--- src/sv/rdq_pkg.sv ---
`timescale 1ns / 1ps
`default_nettype none

package rdq_pkg;

  // ring geometry
  localparam int unsigned DEPTH = 1024;
  localparam int unsigned AddrW = (DEPTH > 1) ? $clog2(DEPTH) : 1;
  localparam int unsigned CntW  = $clog2(DEPTH + 1);

  // payload widths fixed by the interface
  localparam int unsigned FuncW = 3;
  localparam int unsigned ValW  = 10;

  typedef enum logic [FuncW-1:0] {
    FUNC_APPEND  = 3'd0,
    FUNC_REVERSE = 3'd1,
    FUNC_DISCARD = 3'd2,
    FUNC_TAKE    = 3'd3,
    FUNC_CLEAR   = 3'd4
  } func_e;

  // storage access issued by the controller for one beat
  typedef struct packed {
    logic             we;
    logic [AddrW-1:0] waddr;
    logic [ValW-1:0]  wdata;
    logic             re;
    logic [AddrW-1:0] raddr;
  } mem_req_t;

  // status of the queue after one beat
  typedef struct packed {
    logic            take;
    logic            error;
    logic            empty;
    logic [CntW-1:0] count;
  } res_t;

  function automatic logic [AddrW-1:0] wrap_inc(input logic [AddrW-1:0] idx);
    logic [AddrW-1:0] r;
    if (idx == AddrW'(DEPTH - 1)) begin
      r = '0;
    end else begin
      r = idx + AddrW'(1);
    end
    return r;
  endfunction

  function automatic logic [AddrW-1:0] wrap_dec(input logic [AddrW-1:0] idx);
    logic [AddrW-1:0] r;
    if (idx == '0) begin
      r = AddrW'(DEPTH - 1);
    end else begin
      r = idx - AddrW'(1);
    end
    return r;
  endfunction

endpackage

`default_nettype wire

--- src/sv/rdq_ctrl.sv ---
`timescale 1ns / 1ps
`default_nettype none

module rdq_ctrl (
  input  wire logic                         clk_i,
  input  wire logic                         rst_ni,
  input  wire logic                         accept_i,
  input  wire logic [rdq_pkg::FuncW-1:0]    func_i,
  input  wire logic [rdq_pkg::ValW-1:0]     value_i,
  output rdq_pkg::mem_req_t                 mem_req_o,
  output rdq_pkg::res_t                     res_o
);

  logic [rdq_pkg::AddrW-1:0] front_q, front_d;
  logic [rdq_pkg::AddrW-1:0] back_q, back_d;
  logic [rdq_pkg::CntW-1:0]  held_q, held_d;
  logic                      rev_q, rev_d;
  logic                      err_q, err_d;
  rdq_pkg::mem_req_t         req;

  // next pointer state and storage access for the incoming beat
  always_comb begin
    front_d   = front_q;
    back_d    = back_q;
    held_d    = held_q;
    rev_d     = rev_q;
    err_d     = err_q;
    req       = '0;
    req.wdata = value_i;

    if (func_i == rdq_pkg::FUNC_CLEAR) begin
      front_d = '0;
      back_d  = '0;
      held_d  = '0;
      rev_d   = 1'b0;
      err_d   = 1'b0;
    end else if (!err_q) begin
      unique case (func_i) inside
        rdq_pkg::FUNC_APPEND: begin
          if (held_q == rdq_pkg::CntW'(rdq_pkg::DEPTH)) begin
            err_d = 1'b1;
          end else if (rev_q) begin
            // reversed: grow below the physical front
            front_d   = rdq_pkg::wrap_dec(front_q);
            req.we    = 1'b1;
            req.waddr = front_d;
            held_d    = held_q + rdq_pkg::CntW'(1);
          end else begin
            req.we    = 1'b1;
            req.waddr = back_q;
            back_d    = rdq_pkg::wrap_inc(back_q);
            held_d    = held_q + rdq_pkg::CntW'(1);
          end
        end
        rdq_pkg::FUNC_REVERSE: begin
          rev_d = ~rev_q;
        end
        rdq_pkg::FUNC_DISCARD, rdq_pkg::FUNC_TAKE: begin
          if (held_q == '0) begin
            err_d = 1'b1;
          end else begin
            req.re = (func_i == rdq_pkg::FUNC_TAKE);
            if (rev_q) begin
              back_d    = rdq_pkg::wrap_dec(back_q);
              req.raddr = back_d;
            end else begin
              req.raddr = front_q;
              front_d   = rdq_pkg::wrap_inc(front_q);
            end
            held_d = held_q - rdq_pkg::CntW'(1);
          end
        end
        default: begin
        end
      endcase
    end
  end

  // pointer registers
  always_ff @(posedge clk_i or negedge rst_ni) begin
    if (!rst_ni) begin
      front_q <= '0;
      back_q  <= '0;
      held_q  <= '0;
      rev_q   <= 1'b0;
      err_q   <= 1'b0;
    end else if (accept_i) begin
      front_q <= front_d;
      back_q  <= back_d;
      held_q  <= held_d;
      rev_q   <= rev_d;
      err_q   <= err_d;
    end
  end

  // storage access only on an accepted beat
  always_comb begin
    mem_req_o    = req;
    mem_req_o.we = req.we & accept_i;
    mem_req_o.re = req.re & accept_i;
  end

  assign res_o.take  = req.re;
  assign res_o.error = err_d;
  assign res_o.empty = (held_d == '0);
  assign res_o.count = held_d;

endmodule

`default_nettype wire

--- config.mk ---
export PLATFORM = sky130hd
export DESIGN_NAME = rdq_ctrl
export DESIGN_NICKNAME = d
export VERILOG_FILES = /design/src/sv/rdq_pkg.sv /design/src/sv/rdq_ctrl.sv
export SDC_FILE = /design/constraint.sdc
export NUM_CORES = 1
export LEC_CHECK = 0
export ABC_AREA = 1
export BUFFER_PORTS_ARGS = -buffer_cell sky130_fd_sc_hd__buf_2
export CAP_MARGIN = 20
export CORE_MARGIN = 1
export CORE_UTILIZATION = 62
export DETAILED_ROUTE_END_ITERATION = 6
export PLACE_DENSITY = 0.89
export SLEW_MARGIN = 20
export SYNTH_ARGS = -nofsm -noshare
export SYNTH_HDL_FRONTEND = slang
export SYNTH_SLANG_ARGS = --single-unit
export TNS_END_PERCENT = 10
--- constraint.sdc ---
create_clock -name clk_i -period 4 [get_ports clk_i]
set_clock_uncertainty 0.15 [all_clocks]
set_input_delay 0.2 -clock clk_i [delete_from_list [all_inputs] [get_ports clk_i]]
set_output_delay 0.2 -clock clk_i [all_outputs]
set_load 0.02 [all_outputs]
### Word-level counts from Yosys, hierarchy flattened

Index checks and enable logic that the tools add are counted.

| cells by class | value |
|---|---|
| add/sub/neg operators | 6 |
| equality and inequality tests | 14 |
| multiplexer cells | 41 |
| bitwise logic cells | 3 |
| reductions and logical operators | 11 |

Operators by type and width:

| operator | number |
|---|---|
| $mux 10 | 18 |
| $mux 11 | 12 |
| $pmux 10 s2 | 2 |
| $logic_not 11->1 | 2 |
| $pmux 11 s2 | 1 |
| $add 10x1->10 const B | 2 |
| $eq 10x10->1 const B | 2 |
| $logic_not 10->1 | 2 |
| $sub 10x1->10 const B | 2 |
| $ne 3x3->1 const B | 6 |
| $reduce_and 7->1 | 2 |
| $add 11x1->11 const B | 1 |
| $eq 11x11->1 const B | 1 |
| $sub 11x1->11 const B | 1 |
| $mux 1 | 7 |
| $eq 3x2->1 const B | 2 |
| $eq 3x1->1 const B | 1 |
| $eq 3x3->1 const B | 1 |
| $logic_not 3->1 | 1 |
| $reduce_and 3->1 | 1 |
| $reduce_bool 3->1 | 1 |
| $and 1x1->1 | 2 |
| $ne 2x1->1 const B | 1 |
| $pmux 1 s2 | 1 |
| other kinds (3) | 3 |

| storage, ports and cells | value |
|---|---|
| register bits after elaboration | 33 |
| bits of input ports | 16 |
| output and inout port bits | 46 |
| logic and storage cells | 80 |

### Logic depth before layout (Yosys ltp)

| logic depth | value |
|---|---|
| word-level depth | 8 |
| mapped depth | 14 |
| depth with buffers taken out | 14 |

### Least setup slack after synthesis

OpenSTA, ideal clock, no wires.

| path | value |
|---|---|
| path kind | reg-to-output |
| start point | register held_q[0] (netlist name) |
| end point | output port mem_req_o[7] (netlist name) |
| data arrival time | 1.943 ns |
| required time | 3.650 ns |
| slack | 1.707 ns |
| stages on the path, launching flop included | 10 |
| buffers on the path | 0 |
| cell sequence | dfrtp_1 inv_1 ha_1 nand2_1 nor2_4 nand2_4 nand2_2 nor2_1 inv_2 a211oi_1 |

RTL lines:

| item | line | text |
|---|---|---|
| start, declared | rdq_ctrl.sv:16 | `logic [rdq_pkg::CntW-1:0] held_q, held_d;` |
| start signal, assigned | rdq_ctrl.sv:90 | `held_q <= held_d;` |
| end, declared | rdq_ctrl.sv:10 | `output rdq_pkg::mem_req_t mem_req_o,` |

==> summary.txt <==
Run status = completed
H-tree depth = 2
Crit Path Category = reg -> out
Std-Cell Rows = 27
Largest net degree at the start of global routing = 34
Port-buffer cells = 41
Psw = 1.35 mW
CTS tree = done
Ys Warns = 0
Routed len/inst = 15.8 um
DRT iter0 DRCs = 309
Non-Filler Instances = 663
CTS root buffer = clkbuf_8
Setup Viol. Count Final = 0
Hold Slack = 0.116 ns
Clock Latency Late Sink = 0.30 ns
Critical path endpoint = mem_req_o[1]
Placed cells = 654
Die ar. = 5970 um^2
Sequential power share = 29.6%
Final Hold Viols = 0
Clock power frac = 12.2%
Pins Over Slew Limit = 0
VDD IR max = 0.349 mV
Drt total wl = 10500 um
Critical Path Fanout Max = 9
Die Ht = 77.3 um
Syn avg cell area = 6.15 um^2
Vias in the first global route = 3751
Vias per cell = 6.20
Number of synthesized flops with an enable pin = 0
Setup_tns = 0 ns
Area grow syn2layout = 6.24%
Ports = 62
RSZ-0062 raised after global routing = no
Period minus WS final = 2.92 ns
Min-delay worst type = in -> reg
CP Capture Type = output port
Worst Setup SP = held_q[0]
RD Place Congestion = 0.974
Switching part of the total = 55.7%
Fillers = 503
Worst reg2reg endpoint = front_q[0]
Syn nets = 594
Asr flop ratio synth = 100%
Nets = 613
Most common cell after layout, fill and taps aside = nand2_1
WP data arrival = 2.57 ns
Synth Cell Area = 3510 um^2
Most frequent cells in the layout = nand2_1 (119), inv_1 (60), nand3_1 (60)
Yosys cell types = 38
Slew HR = 44.6%
Worst-Margin Slew = 0.831 ns
Residual DRC count = 0
Internal power = 1.07 mW
Fmax = 342 MHz
Area after DPL = 3620 um^2
Tcrit/Tclk final = 73.0%
Clock transition at path regs = 0.07 ns
DR pass1 iterations = 6
Setup slack, reg-to-reg = 1.43 ns
ANT cells = 0
Share of layout cells above drive strength 1 = 15.2%
#FFs+latches synth = 33
HPWL after DPL = 7650 um
Reg2reg start = rev_q
Ys flop type = dfrtp_1
Comb power frac = 58.2%
Sink Count = 33
Initial antenna violation count = 0
Final ANT Viol Nets = 0
CP required = 3.65 ns
Max clock buf depth = 2
Gate Count Post-Synth = 571
Initial Util = 64.2%
Fin area = 3730 um^2
Reg2Reg Depth = 8
Die width = 77.3 um
Global-route wire length before repair = 17400 um
CTS Buf Count = 5
Crit start category = flop
Gr ovfl total = 0
Seq/Total Area, Yosys = 23.5%
PwrDens = 649 nW/um^2
P_leak = 1.86 nW
Core ar. = 5470 um^2
Vias = 4109
GR Util All Layers = 36.1%
Max_cap viols = 0
-- state kept, by name, indices dropped and copies added, names as in the netlist --
name / cells
rev_q: 1
front_q: 10
held_q: 11
err_q: 1
back_q: 10
-- power by group through the flow --
stage | sequential (mW) | combinational (mW) | clock (mW)
finish | 0.716 | 1.41 | 0.295
global route | 0.735 | 1.57 | 0.308
CTS | 0.705 | 1.38 | 0.297
detailed placement | 0.708 | 1.37 | 0
global placement | 0.701 | 1.35 | 0
floorplan | 0.588 | 1.15 | 0
-- layer usage --
metal  global-route usage [%]  wire length [um]
met5                        0                 0
met4                     15.8               349
met3                     5.60              1020
met2                     61.9              4990
met1                     44.4              4090
-- what timing repair did --
action / CTS / global route
gates resized for setup: 0 / 0
setup buffers: 0 / 0
endpoints found under the hold margin: 33 / 0
hold buffers: 1 / 0
endpoints found under the setup margin: 0 / 0
-- layout make-up --
class / instances / area, um^2 / share of cell area (%)
multi-input cells: 432 / 2200 / 59.1
flip-flops and latches: 33 / 826 / 22.1
inverters: 74 / 278 / 7.45
repair buffers: 44 / 230 / 6.17
clock buffers: 7 / 96.3 / 2.58
well taps: 72 / 90.1 / 2.42
clock inverters: 1 / 5.00 / 0.134
-- how the worst min path moves through the flow --
stage,startpoint,endpoint,slack (ns),depth (start not counted)
after global routing,accept_i,rev_q,0.11,3
after global placement,rst_ni,held_q[3],0.17,1
after floorplan,rst_ni,back_q[0],-0.25,0
after detailed placement,rst_ni,held_q[4],0.19,1
final,accept_i,rev_q,0.12,3
after CTS,accept_i,rev_q,0.10,3
-- synth_stat cells, types with 2 or more instances --
library cell  count  area (um^2)
nand2_2           3         18.8
nand3_1          60          300
nor2_1           52          195
nand2_1         119          447
inv_2            13         48.8
o21ai_0          54          270
buf_6             4         45.0
clkbuf_1         10         37.5
nor2_2            9         56.3
inv_1            60          225
nand4_1          23          144
nand3_2           2         20.0
o31ai_1           3         22.5
dfrtp_1          33          826
buf_4            12         90.1
o21ai_1          16         80.1
xor2_1            7         61.3
nand2_4           2         22.5
o22ai_1           4         25.0
ha_1              7         87.6
nor2_4            3         33.8
a211oi_1          3         22.5
buf_2             5         25.0
a21oi_1          33          165
or2_2             2         12.5
nor3_1            8         40.0
o211ai_1          6         45.0
a31oi_1           7         43.8
nor3_2            2         20.0
-- per-stage QoR --
step | power [mW] | setup slack (ns) | util, %
2_1_floorplan | 1.74 | 1.71 | -
3_3_place_gp | 2.05 | 1.42 | 66.1
3_5_place_dp | 2.08 | 1.38 | 66.1
4_1_cts | 2.38 | 1.14 | 68.2
5_1_grt | 2.61 | 0.873 | 68.2
6_report | 2.42 | 1.08 | 68.2
-- critical path: stages (launching register included) --
cell and delay (ns):
dfrtp_1 0.44, inv_1 0.16, ha_1 0.24, nand2_1 0.11, nor2_4 0.07, nand2_4 0.10, nand2_2 0.10, nor2_1 0.39
o21ai_0 0.20, a31oi_1 0.25, buf_2 0.21
-- logic make-up after synthesis --
group | Yosys count | share of synthesized area, %
AND/OR/NAND/NOR | 288 | 38.3
XOR/XNOR | 8 | 2.00
AO/OA/AOI/OAI | 129 | 20.0
adder cells (fa/ha/maj) | 7 | 2.49
flip-flops | 33 | 23.5
buffers and inverters | 106 | 13.7
(Power assumes the default switching activity.)
