**src/sv/rdq_ram.sv**
```systemverilog
`timescale 1ns / 1ps
`default_nettype none

module rdq_ram #(
  parameter int unsigned Width = 8,
  parameter int unsigned Depth = 16,
  localparam int unsigned AddrW = (Depth > 1) ? $clog2(Depth) : 1
) (
  input  wire logic             clk_i,
  input  wire logic             we_i,
  input  wire logic [AddrW-1:0] waddr_i,
  input  wire logic [Width-1:0] wdata_i,
  input  wire logic             re_i,
  input  wire logic [AddrW-1:0] raddr_i,
  output logic      [Width-1:0] rdata_o
);

  logic [Width-1:0] mem_q [Depth];
  logic [Width-1:0] rdata_q;

  // write port
  always_ff @(posedge clk_i) begin
    if (we_i) begin
      mem_q[waddr_i] <= wdata_i;
    end
  end

  // registered read, holds until the next read
  always_ff @(posedge clk_i) begin
    if (re_i) begin
      rdata_q <= mem_q[raddr_i];
    end
  end

  assign rdata_o = rdata_q;

endmodule

`default_nettype wire

```
**config.mk**
```make
export PLATFORM = sky130hd
export DESIGN_NAME = rdq_ram
export DESIGN_NICKNAME = d
export VERILOG_FILES = /design/src/sv/rdq_ram.sv
export SDC_FILE = /design/constraint.sdc
export NUM_CORES = 1
export LEC_CHECK = 0
export ABC_AREA = 1
export BUFFER_PORTS_ARGS = -buffer_cell sky130_fd_sc_hd__buf_2
export CAP_MARGIN = 30
export CORE_MARGIN = 2
export CORE_UTILIZATION = 55
export DETAILED_ROUTE_END_ITERATION = 7
export PLACE_DENSITY_LB_ADDON = 0.08
export SLEW_MARGIN = 20
export SYNTH_ARGS = -nofsm -noshare
export SYNTH_HDL_FRONTEND = slang
export SYNTH_SLANG_ARGS = --single-unit
```
**constraint.sdc**
```tcl
create_clock -name clk_i -period 2.25 [get_ports clk_i]
set_input_delay 0.1125 -clock clk_i [delete_from_list [all_inputs] [get_ports clk_i]]
set_output_delay 0.1125 -clock clk_i [all_outputs]
set_load 0.05 [all_outputs]
```
* Word level (Yosys, flattened, before mapping)
Memories as Yosys holds them, arrays and structs flattened. A register that Yosys moved wholly into a read port is not among the register bits.
Index checks and enable logic that the tools add are counted.
** Operators by class
- Add/subtract/negate cells :: 0
- $mul :: 0
- Divide/modulo/power cells :: 0
- $lt $le $gt $ge :: 0
- Eq/ne operators :: 0
- Shift operators :: 0
- Mux-type cells :: 2
- Bitwise operators :: 0
- Reductions and logical operators :: 0
** Operators with widths (number)
- $mux 1 :: 2
** Storage, ports and cells
- Bits in registers :: 0
- Bits in latches :: 0
- Memory bits (writable) :: 128
- ROM bits :: 0
- Bits of input ports :: 19
- Memories :: 1
** Memory list
- mem_q :: depth 16, bits a word 8, rd ports 1, clocked after Yosys merged registers in 1, wr ports 1, RTL line 18 : logic [Width-1:0] mem_q [Depth];

* Longest topological paths before layout
Gate-level depths: netlist of run 1.
- Depth after elaboration :: 2
- Gate-level depth with buffers :: 8
- Mapped depth without buffers :: 7

* Worst setup path after synthesis of run 1
Ideal clock, no wire load.
- Path type :: in2reg
- Start point :: in waddr_i[2]
- End point :: mem mem_q[10][0], enable pin
- Library setup time :: 370 ps
- Arrival :: 693 ps
- Required time :: 1880 ps
- Slack :: 1187 ps
- Stages :: 2
- Cell sequence :: nand3b_1 -> nor2_1
** RTL lines
- start: declaration :: RTL line 11 : input wire logic [AddrW-1:0] waddr_i,
- end: declaration :: RTL line 18
Straight into the memory's write port.

==> flow_metrics.env, run 1 <==
export IMPL_synth_avg_cell_area_um2=10.6
export IMPL_cp_common_cell="nand3_1"
export IMPL_chipHeight_um=107
export IMPL_fillers=823
export IMPL_clkSinkCount=136
export IMPL_clk_insertion_delay_late_ns=0.52
export IMPL_finalHoldViolations=0
export IMPL_wl_per_cell_um=17.4
export IMPL_status="finished clean"
export IMPL_tightest_slew_ns=0.919
export IMPL_slowest_delay_ns=0.51
export IMPL_synth_seq_cells=136
export IMPL_maxCapViolCount=0
export IMPL_cts_tree="built"
export IMPL_cts_setup_buffers=0
export IMPL_synthCells=551
export IMPL_final_cell_mix="nand2_1 (173), edfxtp_1 (136), inv_1 (100), nand3_1 (97), buf_2 (26)"
export IMPL_yosysWarnings=0
export IMPL_final_nets=597
export IMPL_drc=0
export IMPL_crit_path_start_kind="input pin"
export IMPL_wl_mm=12.7
export IMPL_ios=27
export IMPL_grt_usage=0.245
export IMPL_critPathKind="in -> reg"
export IMPL_cp_required_ns=2.52
export IMPL_dpl_cell_count=694
export IMPL_instances_no_fill=726
export IMPL_syn_nets=570
export IMPL_grt_ovfl_total=0
export IMPL_antenna_found_initial=0
export IMPL_fp_dieW_um=107
export IMPL_crit_buf_inv=2
export IMPL_syn_to_final_growth_pct=12.8
export IMPL_setup_viol=0
export IMPL_clock_fmax_ghz=0.735
export IMPL_cts_root_buf="clkbuf_8"
export IMPL_yosysSeqAreaShare=0.698
export IMPL_final_common_cell="nand2_1"
export IMPL_slew_limit_headroom=0.385
export IMPL_endpoint_kind="flop"
export IMPL_routabilityCongestion=0.805
export IMPL_grt_max_degree=65
export IMPL_h_tree_depth=4
export IMPL_die_area_um2=11500
export IMPL_yosys_top_cells_area="edfxtp_1 (70%), nand2_1 (11%), nand3_1 (8.3%)"
export IMPL_final_core_utilization=0.639
export IMPL_drive_gt1_frac=0.0983
export IMPL_crit_chain="buf_2 -> inv_2 -> nand3_1 -> nand3_1 -> nand3_1 -> nand2_1"
export IMPL_synth_top_area_share=0.698
export IMPL_routed_via_density=5.14
export IMPL_yosys_area_top_type="edfxtp_1"
export IMPL_p_leak_nw=2.84
export IMPL_arrival_ns=1.63
export IMPL_power_density_nw_per_um2=885
export IMPL_fin_setup_tns_ns=0
export IMPL_num_vias=3733
export IMPL_finClkSkew_ns=0.00894
export IMPL_rsz0062_at_grt="no"
export IMPL_ant_nets=0
export IMPL_cts_buffer_depth=2
export IMPL_dr_first_iter_drc_count=378
export IMPL_port_buffers=26
export IMPL_power_total_mw=5.83
export IMPL_post_synth_instance_area_um2=5850
export IMPL_fin_crit_sh=0.605
export IMPL_cts_clk_slew_worst_paths_ns=0.06
export IMPL_crit_path_top_delay_cell="buf_2"
export IMPL_cts_buffers=17
export IMPL_grt_pass1_wl_mm=20.2
export IMPL_firstDrtPassIters=5
export IMPL_rows=37
export IMPL_period_needed_ns=1.36
export IMPL_vdd_ir_drop_max_mv=0.500
export IMPL_grt_pass1_vias=3719
export IMPL_hpwl_mm=8.00
export IMPL_cp_max_fo=33
export IMPL_hold_class="in -> reg"
export IMPL_n_antenna_cell=0
export IMPL_drv_slew=0
export IMPL_ys_types=11
export IMPL_critPathTopFamily="buffers and inverters"
export IMPL_initial_core_util=0.566
export IMPL_core_area_um2=10300
==> cell type report <==
type	instances	area [um^2]	area share
clock inverter	13	136	0.0207
tap	136	170	0.0258
sequential	136	4080	0.619
clock buffer	18	418	0.0634
inverter	102	383	0.0581
timing repair buffer	32	190	0.0288
multi-input combinational	289	1210	0.184
==> worst register-to-register path, delay by kind of cell, from the launching register on <==
kind,cells,cell delay (ns)
flip-flops,1,0.36
buffers and inverters,1,0.06
AND/OR/NAND/NOR,5,0.52
==> cell usage after synthesis <==
master	instances
buf_4	4
buf_6	6
buf_2	13
nor2_1	17
nand3_1	97
nand2_1	173
inv_2	2
nand3b_1	2
buf_1	1
edfxtp_1	136
inv_1	100
==> per-layer routing <==
| metal | wire [um] | vias to the layer above | GRT usage |
|---|---|---|---|
| li1 | - | 1831 | - |
| met1 | 5610 | 1735 | 0.352 |
| met2 | 5950 | 150 | 0.368 |
| met3 | 838 | 17 | 0.0541 |
| met4 | 269 | 0 | 0.0955 |
| met5 | 0 | - | 0 |
==> logic make-up (layout without fill, tap and decap cells) <==
family                 count (synthesis)  in the layout  share of synthesized area
AND/OR/NAND/NOR                      289            289                      0.208
flip-flops                           136            136                      0.698
buffers and inverters                126            165                     0.0939
==> power by group <==
group	leakage (nW)	switching (mW)	total (mW)	internal, mW
combinational	1.33	0.279	0.371	0.0921
clock	0.272	0.937	2.59	1.65
sequential	1.24	0.0189	2.88	2.86
==> path summary, 6_finish.rpt <==
| check | startpoint | endpoint | slack (ns) | cells past startpoint |
|---|---|---|---|---|
| worst max-delay path | raddr_i[1] | rdata_o[1] | 0.89 | 6 |
| worst min-delay path | wdata_i[1] | mem_q[12][1] | 0.02 | 1 |
| worst max register to register | mem_q[5][1] | rdata_o[1] | 1.07 | 6 |
| worst min register to register | mem_q[10][4] | rdata_o[4] | 0.76 | 6 |
==> through the flow <==
| step | worst slack [ns] | hold WS [ns] | instance area, um^2 |
|---|---|---|---|
| floorplan | 1.19 | 0.211 | 5850 |
| global placement | 0.398 | 0.485 | 6030 |
| detailed placement | 0.371 | 0.481 | 6030 |
| CTS | 0.912 | 0.00314 | 6600 |
| global route | 0.744 | 0.0116 | 6600 |
| finish | 0.889 | 0.0208 | 6600 |
==> state kept, by name (all words and copies together), names as in the netlist <==
signal / count
rdata_o: 8
mem_q: 128
==> repair_timing <==
| item | CTS | global route |
|---|---|---|
| hold endpoints to repair | 8 | 0 |
| hold buffers | 1 | 0 |
| gates resized for setup | 0 | 0 |
No activity file was read; power rests on OpenSTA's default activity.
==> run 2: changes to the inputs <==
ABC_AREA = 0   (was 1)
clock period = 1.35 ns   (was 2.25 ns; I/O delays follow)
==> flow_metrics.env, run 2 <==
export IMPL_status="complete, but fails checks"
export IMPL_violations="negative setup slack"
export IMPL_cp_required_ns=1.61
export IMPL_clkSinkCount=136
export IMPL_hpwl_mm=6.27
export IMPL_grt_usage=0.218
export IMPL_ys_types=18
export IMPL_post_dp_cell_area_um2=5710
export IMPL_maxCapViolCount=0
export IMPL_num_vias=2536
export IMPL_syn_nets=248
export IMPL_h_tree_depth=4
export IMPL_ant_nets=0
export IMPL_vdd_ir_drop_max_mv=0.947
export IMPL_n_antenna_cell=0
export IMPL_final_nets=320
export IMPL_arrival_ns=1.70
export IMPL_yosys_top_cells_area="edfxtp_1 (78%), mux4_2 (7.8%), mux4_1 (7.0%)"
export IMPL_wl_mm=9.89
export IMPL_final_cell_mix="edfxtp_1 (136), mux4_2 (29), buf_2 (26), buf_4 (23), clkbuf_16 (16)"
export IMPL_synth_seq_cells=136
export IMPL_slew_limit_headroom=0.442
export IMPL_grt_max_degree=21
export IMPL_chipHeight_um=101
export IMPL_netlist_top_cells_count="edfxtp_1 (136), mux4_2 (18), a22oi_1 (16)"
export IMPL_post_synth_instance_area_um2=5230
export IMPL_synthAdderAreaFrac=0
export IMPL_grt_pass1_vias=2637
export IMPL_ys_dominant_reg_cell="edfxtp_1"
export IMPL_die_area_um2=10300
export IMPL_cts_root_buf="clkbuf_8"
export IMPL_fin_crit_sh=1.07
export IMPL_yosysSeqAreaShare=0.781
export IMPL_postLayoutCellArea_um2=6440
export IMPL_synthArstFlopShare=0
export IMPL_instances_no_fill=443
export IMPL_fp_dieW_um=101
export IMPL_grt_pass1_wl_mm=15.3
export IMPL_drive_gt1_frac=0.392
export IMPL_p_leak_nw=2.18
export IMPL_synth_compound_area_share=0.0230
export IMPL_top_register="mem_q"
export IMPL_clk_insertion_delay_late_ns=0.52
export IMPL_hold_class="in -> reg"
export IMPL_ios=27
export IMPL_synth_avg_cell_area_um2=22.8
export IMPL_critPathKind="reg -> reg"
export IMPL_synth_mux_area_frac=0.148
export IMPL_port_buffers=26
export IMPL_cts_tree="built"
export IMPL_synth_top_area_share=0.781
export IMPL_rsz0062_at_grt="yes"
export IMPL_cts_buffer_depth=2
export IMPL_routabilityCongestion=0.759
export IMPL_yosys_area_top_type="edfxtp_1"
export IMPL_crit_chain="mux4_2 -> a22oi_2 -> nand2_1"
export IMPL_synth_edf_count=136
export IMPL_crit_path_start_kind="flop"
export IMPL_rows=35
export IMPL_dpl_cell_count=402
export IMPL_crit_path_top_delay_cell="mux4_2"
export IMPL_yosysMostFrequentCell="edfxtp_1"
export IMPL_wl_per_cell_um=22.3
export IMPL_setup_viol=8
export IMPL_grt_ovfl_total=0
export IMPL_cp_max_fo=1
export IMPL_critPathTopFamily="multiplexers"
export IMPL_tightest_slew_ns=0.835
export IMPL_synthSimpleGateAreaFrac=0.0314
export IMPL_clock_fmax_ghz=0.694
export IMPL_drc=0
export IMPL_finClkSkew_ns=0.00650
export IMPL_yosysWarnings=0
export IMPL_final_common_cell="edfxtp_1"
export IMPL_power_density_nw_per_um2=1600
export IMPL_synth_top_family_by_area="multiplexers"
export IMPL_setup_ws_ns=-0.0909
export IMPL_synthCells=229
export IMPL_endpoint_kind="flop"
export IMPL_drv_slew=0
export IMPL_cts_clk_slew_worst_paths_ns=0.06
export IMPL_crit_buf_inv=0
export IMPL_cts_buffers=17
export IMPL_dr_first_iter_drc_count=225
export IMPL_antenna_found_initial=0
export IMPL_finalHoldViolations=0
export IMPL_slowest_delay_ns=0.49
export IMPL_largest_reg_flops=128
export IMPL_initial_core_util=0.566
export IMPL_routed_via_density=5.72
export IMPL_synth_xor_area_frac=0
export IMPL_syn_to_final_growth_pct=23.1
export IMPL_period_needed_ns=1.44
export IMPL_firstDrtPassIters=4
export IMPL_cts_setup_buffers=0
export IMPL_core_area_um2=9240
[run 2: changes by cell type after synthesis, sizes merged, moves of 2 or more]
cell,change
nand3,-96
nor3,+4
mux4,+32
inv,-102
a22oi,+16
nor2,-4
buf,-17
clkdlybuf4s25,+3
nand2,-164
nand2b,+2
[run 2: logic make-up after synthesis]
kind of cell    count (synthesis)
mux                            32
simple gates                   35
flops                         136
buf+inv                        10
compound gates                 16
[run 2: area by class of cell]
type	count	area, um^2
clock buffers	18	418
clock inverters	14	219
fillers	574	2800
multi-input cells	83	1060
flip-flops and latches	136	4080
well taps	129	161
repair buffers	63	493
[run 2: timing repair]
item	in CTS	in global routing
resized for setup	16	3
endpoints found under the setup margin	8	8
pin swaps	9	0
hold buffers	9	0
endpoints found under the hold margin	136	0
[run 2: worst register-to-register path: stages, from the launching register on]
cell      delay (ns)
edfxtp_1        0.40
mux4_2          0.49
a22oi_2         0.21
nand2_1         0.08
[run 2: path summary, 6_finish.rpt]
path,from,end,cells after the start,slack (ns)
setup reg to reg,mem_q[0][2],rdata_o[2],3,-0.09
setup / recovery,mem_q[0][2],rdata_o[2],3,-0.09
hold / removal,waddr_i[0],mem_q[4][5],3,0.11
hold reg to reg,mem_q[12][0],rdata_o[0],3,0.77
[run 2: routing by layer]
metal	wire length, um	global-route usage	vias up
met3	464	0.0607	11
met1	4420	0.307	1343
met5	0	0	-
li1	-	-	1115
met4	86	0.0759	0
met2	4910	0.334	67
[run 2: metrics by stage]
step	power, mW	setup WS [ns]	setup TNS [ns]	utilization	hold slack [ns]
final	10.3	-0.0909	-0.389	0.697	0.110
after global routing	10.6	-0.139	-0.853	0.697	0.115
after CTS	10.4	-0.0915	-0.388	0.696	0.0880
after detailed placement	5.40	-0.300	-2.03	0.618	0.444
after global placement	5.39	-0.318	-1.98	0.618	0.452
after floorplan	5.18	0.0000856	0	-	0.166
[run 2: power by group]
part	switching, mW	internal [mW]	leakage (nW)
sequential	0.0246	4.76	1.24
combinational	0.336	0.236	0.639
clock	1.75	3.21	0.309
